File: src/sv/rwm_pkg.sv
package rwm_pkg;

    localparam int MAX_RADIUS = 2;
    localparam int WIN_SIDE   = 2 * MAX_RADIUS + 1;
    localparam int WIN_DEPTH  = WIN_SIDE * WIN_SIDE;
    localparam int CNT_W      = $clog2(WIN_DEPTH + 1);
    localparam int RADIUS_W   = 2;
    localparam int KEY_W      = 24;
    localparam int APB_AW     = 3;
    localparam int APB_DW     = 32;

    localparam logic [APB_AW-3:0] REG_WINDOW_RADIUS = '0;

    typedef logic [KEY_W-1:0]    t_key;
    typedef logic [CNT_W-1:0]    t_cnt;
    typedef logic [RADIUS_W-1:0] t_radius;

    typedef struct packed {
        logic en;
        t_key key;
        t_cnt fill;
        t_cnt med_idx;
    } t_ins;

    function automatic t_cnt win_area(input t_radius radius);
        int r_eff;
        int side;
        begin
            r_eff = int'(radius);
            if (r_eff < 1) begin
                r_eff = 1;
            end
            if (r_eff > MAX_RADIUS) begin
                r_eff = MAX_RADIUS;
            end
            side = 2 * r_eff + 1;
            return t_cnt'(side * side);
        end
    endfunction

endpackage

File: src/sv/rwm_cell.sv
module rwm_cell
    import rwm_pkg::*;
(
    input  logic i_clk,
    input  logic i_en,
    input  t_key i_key,
    input  logic i_occ,
    input  t_key i_prev_key,
    input  logic i_prev_shift,
    output logic o_shift,
    output t_key o_key,
    output t_key o_next_key
);

    t_key r_key;
    t_key n_key;

    // occupied entry larger than the new pixel moves one place up
    assign o_shift = i_occ && (r_key > i_key);

    always_comb begin
        if (i_prev_shift) begin
            n_key = i_prev_key;
        end else if (o_shift || !i_occ) begin
            n_key = i_key;
        end else begin
            n_key = r_key;
        end
    end

    always_ff @(posedge i_clk) begin
        if (i_en) begin
            r_key <= n_key;
        end
    end

    assign o_key      = r_key;
    assign o_next_key = n_key;

endmodule

File: src/sv/rwm_sort_chain.sv
module rwm_sort_chain
    import rwm_pkg::*;
(
    input  logic i_clk,
    input  t_ins i_ins,
    output t_key o_med_key
);

    t_key w_key      [WIN_DEPTH];
    t_key w_next_key [WIN_DEPTH];
    logic w_shift    [WIN_DEPTH];

    for (genvar gi = 0; gi < WIN_DEPTH; gi++) begin : g_cell
        t_key w_prev_key;
        logic w_prev_shift;

        if (gi == 0) begin : g_head
            assign w_prev_key   = '0;
            assign w_prev_shift = 1'b0;
        end else begin : g_body
            assign w_prev_key   = w_key[gi-1];
            assign w_prev_shift = w_shift[gi-1];
        end

        rwm_cell u_cell (
            .i_clk        (i_clk),
            .i_en         (i_ins.en),
            .i_key        (i_ins.key),
            .i_occ        (t_cnt'(gi) < i_ins.fill),
            .i_prev_key   (w_prev_key),
            .i_prev_shift (w_prev_shift),
            .o_shift      (w_shift[gi]),
            .o_key        (w_key[gi]),
            .o_next_key   (w_next_key[gi])
        );
    end

    assign o_med_key = w_next_key[i_ins.med_idx];

endmodule

File: src/sv/rgb_window_median_unit.sv
// Lexicographic (red, then green, then blue) median of a square window of
// RGB pixels. Pixels of one window enter one per clock in raster order via
// start; each is inserted into a 25-cell sorted chain in the cycle it is
// taken, so busy never rises and a pixel may be given every cycle. The
// window closes on the pixel that brings the count to (2r+1)^2 (9 or 25
// pixels); if the radius is lowered mid-window and the count already reaches
// the new area, the next pixel closes it and the median is taken over the
// pixels received so far. The median appears on the result ports with
// o_median_valid in the next cycle, for that one cycle only, and the next
// window may begin in the very next cycle. The receiver cannot stall and must
// take each result when it is strobed. window_radius (APB offset 0) treats 0
// as 1 and 3 as 2; write it only while no result is pending.
module rgb_window_median_unit
    import rwm_pkg::*;
(
    input  logic              i_clk,
    input  logic              i_rst_n,
    input  logic              start,
    output logic              busy,
    input  logic [7:0]        i_pixel_red,
    input  logic [7:0]        i_pixel_green,
    input  logic [7:0]        i_pixel_blue,
    output logic              o_median_valid,
    output logic [7:0]        o_median_red,
    output logic [7:0]        o_median_green,
    output logic [7:0]        o_median_blue,
    input  logic              psel,
    input  logic              penable,
    input  logic              pwrite,
    input  logic [APB_AW-1:0] paddr,
    input  logic [APB_DW-1:0] pwdata,
    output logic [APB_DW-1:0] prdata,
    output logic              pready
);

    t_radius r_radius;
    t_cnt    r_count;
    t_cnt    n_count;
    logic    r_valid;
    t_key    r_med;

    logic    w_take;
    logic    w_done;
    t_cnt    w_slot;
    t_cnt    w_num;
    t_ins    w_ins;
    t_key    w_med_key;

    assign busy   = 1'b0;
    assign pready = 1'b1;
    assign w_take = start && !busy;

    always_ff @(posedge i_clk) begin
        if (!i_rst_n) begin
            r_radius <= t_radius'(1);
        end else if (psel && penable && pwrite && pready &&
                     paddr[APB_AW-1:2] == REG_WINDOW_RADIUS) begin
            r_radius <= pwdata[RADIUS_W-1:0];
        end
    end

    always_comb begin
        prdata = '0;
        if (paddr[APB_AW-1:2] == REG_WINDOW_RADIUS) begin
            prdata[RADIUS_W-1:0] = r_radius;
        end
    end

    always_comb begin
        w_slot  = (r_count >= t_cnt'(WIN_DEPTH - 1)) ? t_cnt'(WIN_DEPTH - 1) : r_count;
        w_num   = w_slot + t_cnt'(1);
        w_done  = w_num >= win_area(r_radius);
        n_count = w_done ? '0 : w_num;
    end

    assign w_ins.en      = w_take;
    assign w_ins.key     = {i_pixel_red, i_pixel_green, i_pixel_blue};
    assign w_ins.fill    = w_slot;
    assign w_ins.med_idx = w_num >> 1;

    rwm_sort_chain u_chain (
        .i_clk     (i_clk),
        .i_ins     (w_ins),
        .o_med_key (w_med_key)
    );

    always_ff @(posedge i_clk) begin
        if (!i_rst_n) begin
            r_count <= '0;
            r_valid <= 1'b0;
        end else begin
            r_valid <= w_take && w_done;
            if (w_take) begin
                r_count <= n_count;
            end
        end
    end

    always_ff @(posedge i_clk) begin
        if (w_take && w_done) begin
            r_med <= w_med_key;
        end
    end

    assign o_median_valid = r_valid;
    assign o_median_red   = r_med[23:16];
    assign o_median_green = r_med[15:8];
    assign o_median_blue  = r_med[7:0];

`ifndef SYNTHESIS
    a_strobe_from_pixel: assert property (@(posedge i_clk) disable iff (!i_rst_n)
        o_median_valid |-> $past(start && !busy))
        else $error("result without a pixel");

    a_count_cleared: assert property (@(posedge i_clk) disable iff (!i_rst_n)
        o_median_valid |-> r_count == '0)
        else $error("count not cleared after window");

    a_count_bound: assert property (@(posedge i_clk) disable iff (!i_rst_n)
        r_count < t_cnt'(WIN_DEPTH))
        else $error("count beyond window depth");

    a_full_closes: assert property (@(posedge i_clk) disable iff (!i_rst_n)
        (start && r_count == t_cnt'(WIN_DEPTH - 1)) |=> o_median_valid)
        else $error("full window did not close");
`endif

endmodule

File: config.mk
export PLATFORM = sky130hd
export DESIGN_NAME = rgb_window_median_unit
export DESIGN_NICKNAME = d
export VERILOG_FILES = /design/src/sv/rwm_pkg.sv /design/src/sv/rwm_cell.sv /design/src/sv/rwm_sort_chain.sv /design/src/sv/rgb_window_median_unit.sv
export SDC_FILE = /design/constraint.sdc
export NUM_CORES = 2
export LEC_CHECK = 0
export ABC_AREA = 1
export BUFFER_PORTS_ARGS = -buffer_cell sky130_fd_sc_hd__buf_4
export CAP_MARGIN = 20
export CORE_MARGIN = 2
export CORE_UTILIZATION = 51
export DETAILED_ROUTE_END_ITERATION = 8
export PLACE_DENSITY = 0.67
export SYNTH_ARGS = -nofsm -noshare
export SYNTH_HDL_FRONTEND = slang
export SYNTH_HIERARCHICAL = 1
export SYNTH_SLANG_ARGS = --single-unit
File: constraint.sdc
create_clock -name i_clk -period 3.9 [get_ports i_clk]
set_clock_uncertainty 0.15 [all_clocks]
set_input_delay 0.78 -clock i_clk [delete_from_list [all_inputs] [get_ports i_clk]]
set_output_delay 0.78 -clock i_clk [all_outputs]
set_load 0.005 [all_outputs]
==> Implementation_results.wiki <==
{| class="wikitable"
! Metric !! Value
|-
| Run status || finished, final reports clean
|-
| Filler cells || 11,587
|-
| CTS tree || built
|-
| Worst Hold Depth || 3
|-
| Required time at the endpoint of the critical path || 4180 ps
|-
| R2R Setup Slk || 230 ps
|-
| I/O pins || 124
|-
| TNS Setup || 0 ps
|-
| Source-to-sink clock delay at the later pin of the worst-skew pair || 680 ps
|-
| Max-cap violation count || 0
|-
| Cells along the critical path || buf_6 -> buf_4 -> inv_1 -> ha_1 -> nand4_1 -> nor3_2 -> nand2_1 -> nand3_2 -> nand2_4 -> nor2_1 -> inv_1 -> buf_4 -> buf_4 -> nand3_1 -> nand2_1 -> inv_1 -> nand2_1 -> nand3_1 -> nand2_1 -> nand2_1 -> nand3_1 -> nor2_1 -> nor2_1
|-
| Worst path setup slack after routing || 168.4 ps
|-
| Cell Area, Synth || 64,000 um^2
|-
| Family with the most delay on the worst path || simple AND/OR/NAND/NOR gates
|-
| Router iterations before antenna repair || 9
|-
| Final setup violation count || 0
|-
| Type of the worst min-delay path || input pin to flop
|-
| Clock-pin slew reported for the worst setup and hold paths after clock tree synthesis || roughly 60 ps
|-
| Cell with the largest stage delay on the worst path || sky130_fd_sc_hd__nand3_1
|-
| CP endpoint kind || flop
|-
| Global Route Usage Sum || 33.68%
|-
| Startpoint kind of the worst setup timing path || input pin
|-
| Worst slew pin tran || roughly 900 ps
|-
| IO Port Bufs || between 50 and 60
|-
| Min-delay src || pwdata[1]
|-
| Gate Count Post-Synth || 9,470
|-
| Wire length of the first global-routing pass || 337.9 mm
|-
| Clk pwr share || a little under a third
|-
| Pin count of the biggest net entering global routing || about 120
|-
| Final ANT Viol Nets || 0
|-
| Leakage power of the design || 0.04164 uW
|-
| Via count of the routed design || 63,819
|-
| Combined area of the multi-input logic cells || between 30,000 and 40,000 um^2
|-
| Residual overflow from global routing || 0
|-
| Part of the total power dissipated in combinational logic || 34.4%
|-
| Last weighted congestion value of the routability-driven placer || 0.9995
|-
| Layout net count || about 11,000
|-
| Number of remaining DRC errors || 0
|-
| Total wire length || approximately 220 mm
|-
| Final period util || 95.68%
|-
| Storage element area || around 19,000 um^2
|-
| Max rail drop VDD || 0.0003778 V
|-
| Unrepaired setup endpoints after global routing || false
|-
| Area added between synthesis and finish || 15.86%
|-
| Number of hold violations in the final report || 0
|-
| Maximum level of the CTS H-tree || 3
|-
| Reg-to-Reg Start || u_chain/g_cell[7].u_cell/o_key[14]
|-
| Average wire per standard cell || 18.56 um
|-
| Worst slack, placed || -491.2 ps
|-
| Largest stage delay on the critical path || 340 ps
|-
| Headroom to the max-slew limit || 39.86%
|-
| Detailed Place HPWL || 169.3 mm
|-
| Clock root buffer master || sky130_fd_sc_hd__clkbuf_16
|-
| Power Dens Cells || 346.7 nW/um^2
|-
| Switching power as a share of total power || 37.01%
|-
| Starting density of the core || about half
|-
| Number of pins with negative max-slew slack in the final report || 0
|-
| Worst-case reg-to-reg path depth || 19
|-
| Vertical extent of the die || 358.2 um
|-
| Post-CTS Setup Repair Bufs || 0
|-
| Mean area per synthesized cell || 6.758 um^2
|-
| Number of inserted diodes || 0
|-
| Standard-cell row count || 129
|-
| Count of warnings emitted by yosys || 6
|-
| Number of buffer and inverter stages on the critical path || 7
|-
| Most common cell on crit path || sky130_fd_sc_hd__nand2_1
|-
| Internal power of the cells || 16,190 uW
|-
| Fmax || 0.2680 GHz
|-
| Reg2Reg Capture Point || r_med[6]
|-
| Number of buffers created by CTS || between 80 and 90
|-
| Total core area || roughly 120,000 um^2
|-
| Area enclosed by the die boundary || between 100,000 and 150,000 um^2
|-
| Power spent charging and discharging nets || approximately 9500 uW
|-
| Worst-path maximum fanout || 11
|-
| Avg Vias per Cell || 5.403
|-
| DRC marker count from the first detailed-route iteration || ~6,400
|-
| Fraction of final layout cells with drive strength greater than 1 || between 10% and 20%
|-
| Number of global-route vias before repair || 60,568
|-
| Proportion of power drawn by flip-flops and latches || 34.8%
|-
| Maximum root-to-sink buffer count || 3
|-
| Clk sink count || 632
|-
| Final min period || approximately 3700 ps
|-
| End point of the most critical hold path || r_radius[1]
|-
| CP Class || input pin to flop
|-
| Horiz. Die Dim || 358.2 um
|-
| Data arrival, critical path || 4010 ps
|-
| Antenna violations before repair || 6
|}
==> placed cells by master, fill, tap and decap left out, types with 91 or more instances in the layout <==
cell type / n
sky130_fd_sc_hd__nand2_2: 503
sky130_fd_sc_hd__ha_1: 602
sky130_fd_sc_hd__a21oi_1: 235
sky130_fd_sc_hd__nor2_1: 232
sky130_fd_sc_hd__inv_1: 1944
sky130_fd_sc_hd__nand2_1: 2932
sky130_fd_sc_hd__edfxtp_1: 624
sky130_fd_sc_hd__nand3_1: 1564
sky130_fd_sc_hd__buf_12: 91
sky130_fd_sc_hd__buf_4: 860
==> final cells by class <==
cell class,count,share of cell area [%]
repair buffers,953,11.20
inverters,1950,9.885
flip-flops and latches,632,25.49
clock inverters,46,0.6496
multi-input cells,6493,47.05
clock buffers,100,2.970
well taps,1637,2.762
==> timing repair <==
action                                  in CTS  in global routing
endpoints found under the hold margin        0                  0
hold buffers                                 0                  0
endpoints found under the setup margin       0                  8
resized for setup                            0                  4
==> worst reg2reg max path: stages (launching register included) <==
cell and delay [ps]:
sky130_fd_sc_hd__edfxtp_1 480, sky130_fd_sc_hd__ha_1 350, sky130_fd_sc_hd__nand4_1 230, sky130_fd_sc_hd__nor3_2 310, sky130_fd_sc_hd__nand2_1 90, sky130_fd_sc_hd__nand3_2 80, sky130_fd_sc_hd__nand2_4 50, sky130_fd_sc_hd__nor2_1 110
sky130_fd_sc_hd__inv_1 100, sky130_fd_sc_hd__buf_12 160, sky130_fd_sc_hd__nand3_1 80, sky130_fd_sc_hd__nand2_1 90, sky130_fd_sc_hd__inv_1 60, sky130_fd_sc_hd__nand2_1 40, sky130_fd_sc_hd__nand3_1 190, sky130_fd_sc_hd__nand2_1 130
sky130_fd_sc_hd__nand2_1 100, sky130_fd_sc_hd__nand3_1 320, sky130_fd_sc_hd__nor2_1 220, sky130_fd_sc_hd__nor2_1 70
==> flip-flops by register name, summed over array words and instances (netlist names) <==
register	count
u_chain/g_cell.u_cell/o_key	600
r_radius	2
r_count	5
r_med	24
o_median_valid	1
==> through the flow <==
step	cells	total power (uW)	cell area [um^2]	util [%]	hold slack, ps
2_1_floorplan	9532	14030	64230	-	296.0
3_3_place_gp	11663	17410	71410	57.53	313.8
3_5_place_dp	11663	17640	71410	57.53	340.2
4_1_cts	11809	25560	74090	59.69	223.7
5_1_grt	11811	26960	74150	59.74	242.8
6_report	11811	25710	74150	59.74	248.7
==> power by group through the flow <==
stage               Sequential, uW  Clock (uW)  Combinational, uW
floorplan                     8760           0               5270
global placement              9030           0               8380
detailed placement            9040           0               8600
CTS                           8910        8000               8650
global route                  8990        8230               9740
finish                        8940        7910               8860
==> layer usage <==
metal  GRT usage, %  vias to the layer above  wire [um]
li1               -                    30806          -
met1          44.25                    29942      90150
met2          53.62                     2526      97510
met3          5.274                      545      18560
met4          17.40                        0      13050
met5              0                        -          0
==> worst max-delay path by stage <==
| stage | from | end | slack (ps) | cells past startpoint |
|---|---|---|---|---|
| after floorplan | i_pixel_red[7] | r_med[22] | 450 | 24 |
| after global placement | i_pixel_green[4] | r_med[13] | -440 | 23 |
| after detailed placement | i_pixel_green[4] | r_med[7] | -490 | 23 |
| after CTS | i_pixel_green[4] | r_med[7] | 190 | 23 |
| after global routing | r_count[3] | r_med[3] | 40 | 20 |
| final | i_pixel_green[4] | r_med[6] | 170 | 23 |
(Power assumes the default switching activity.)
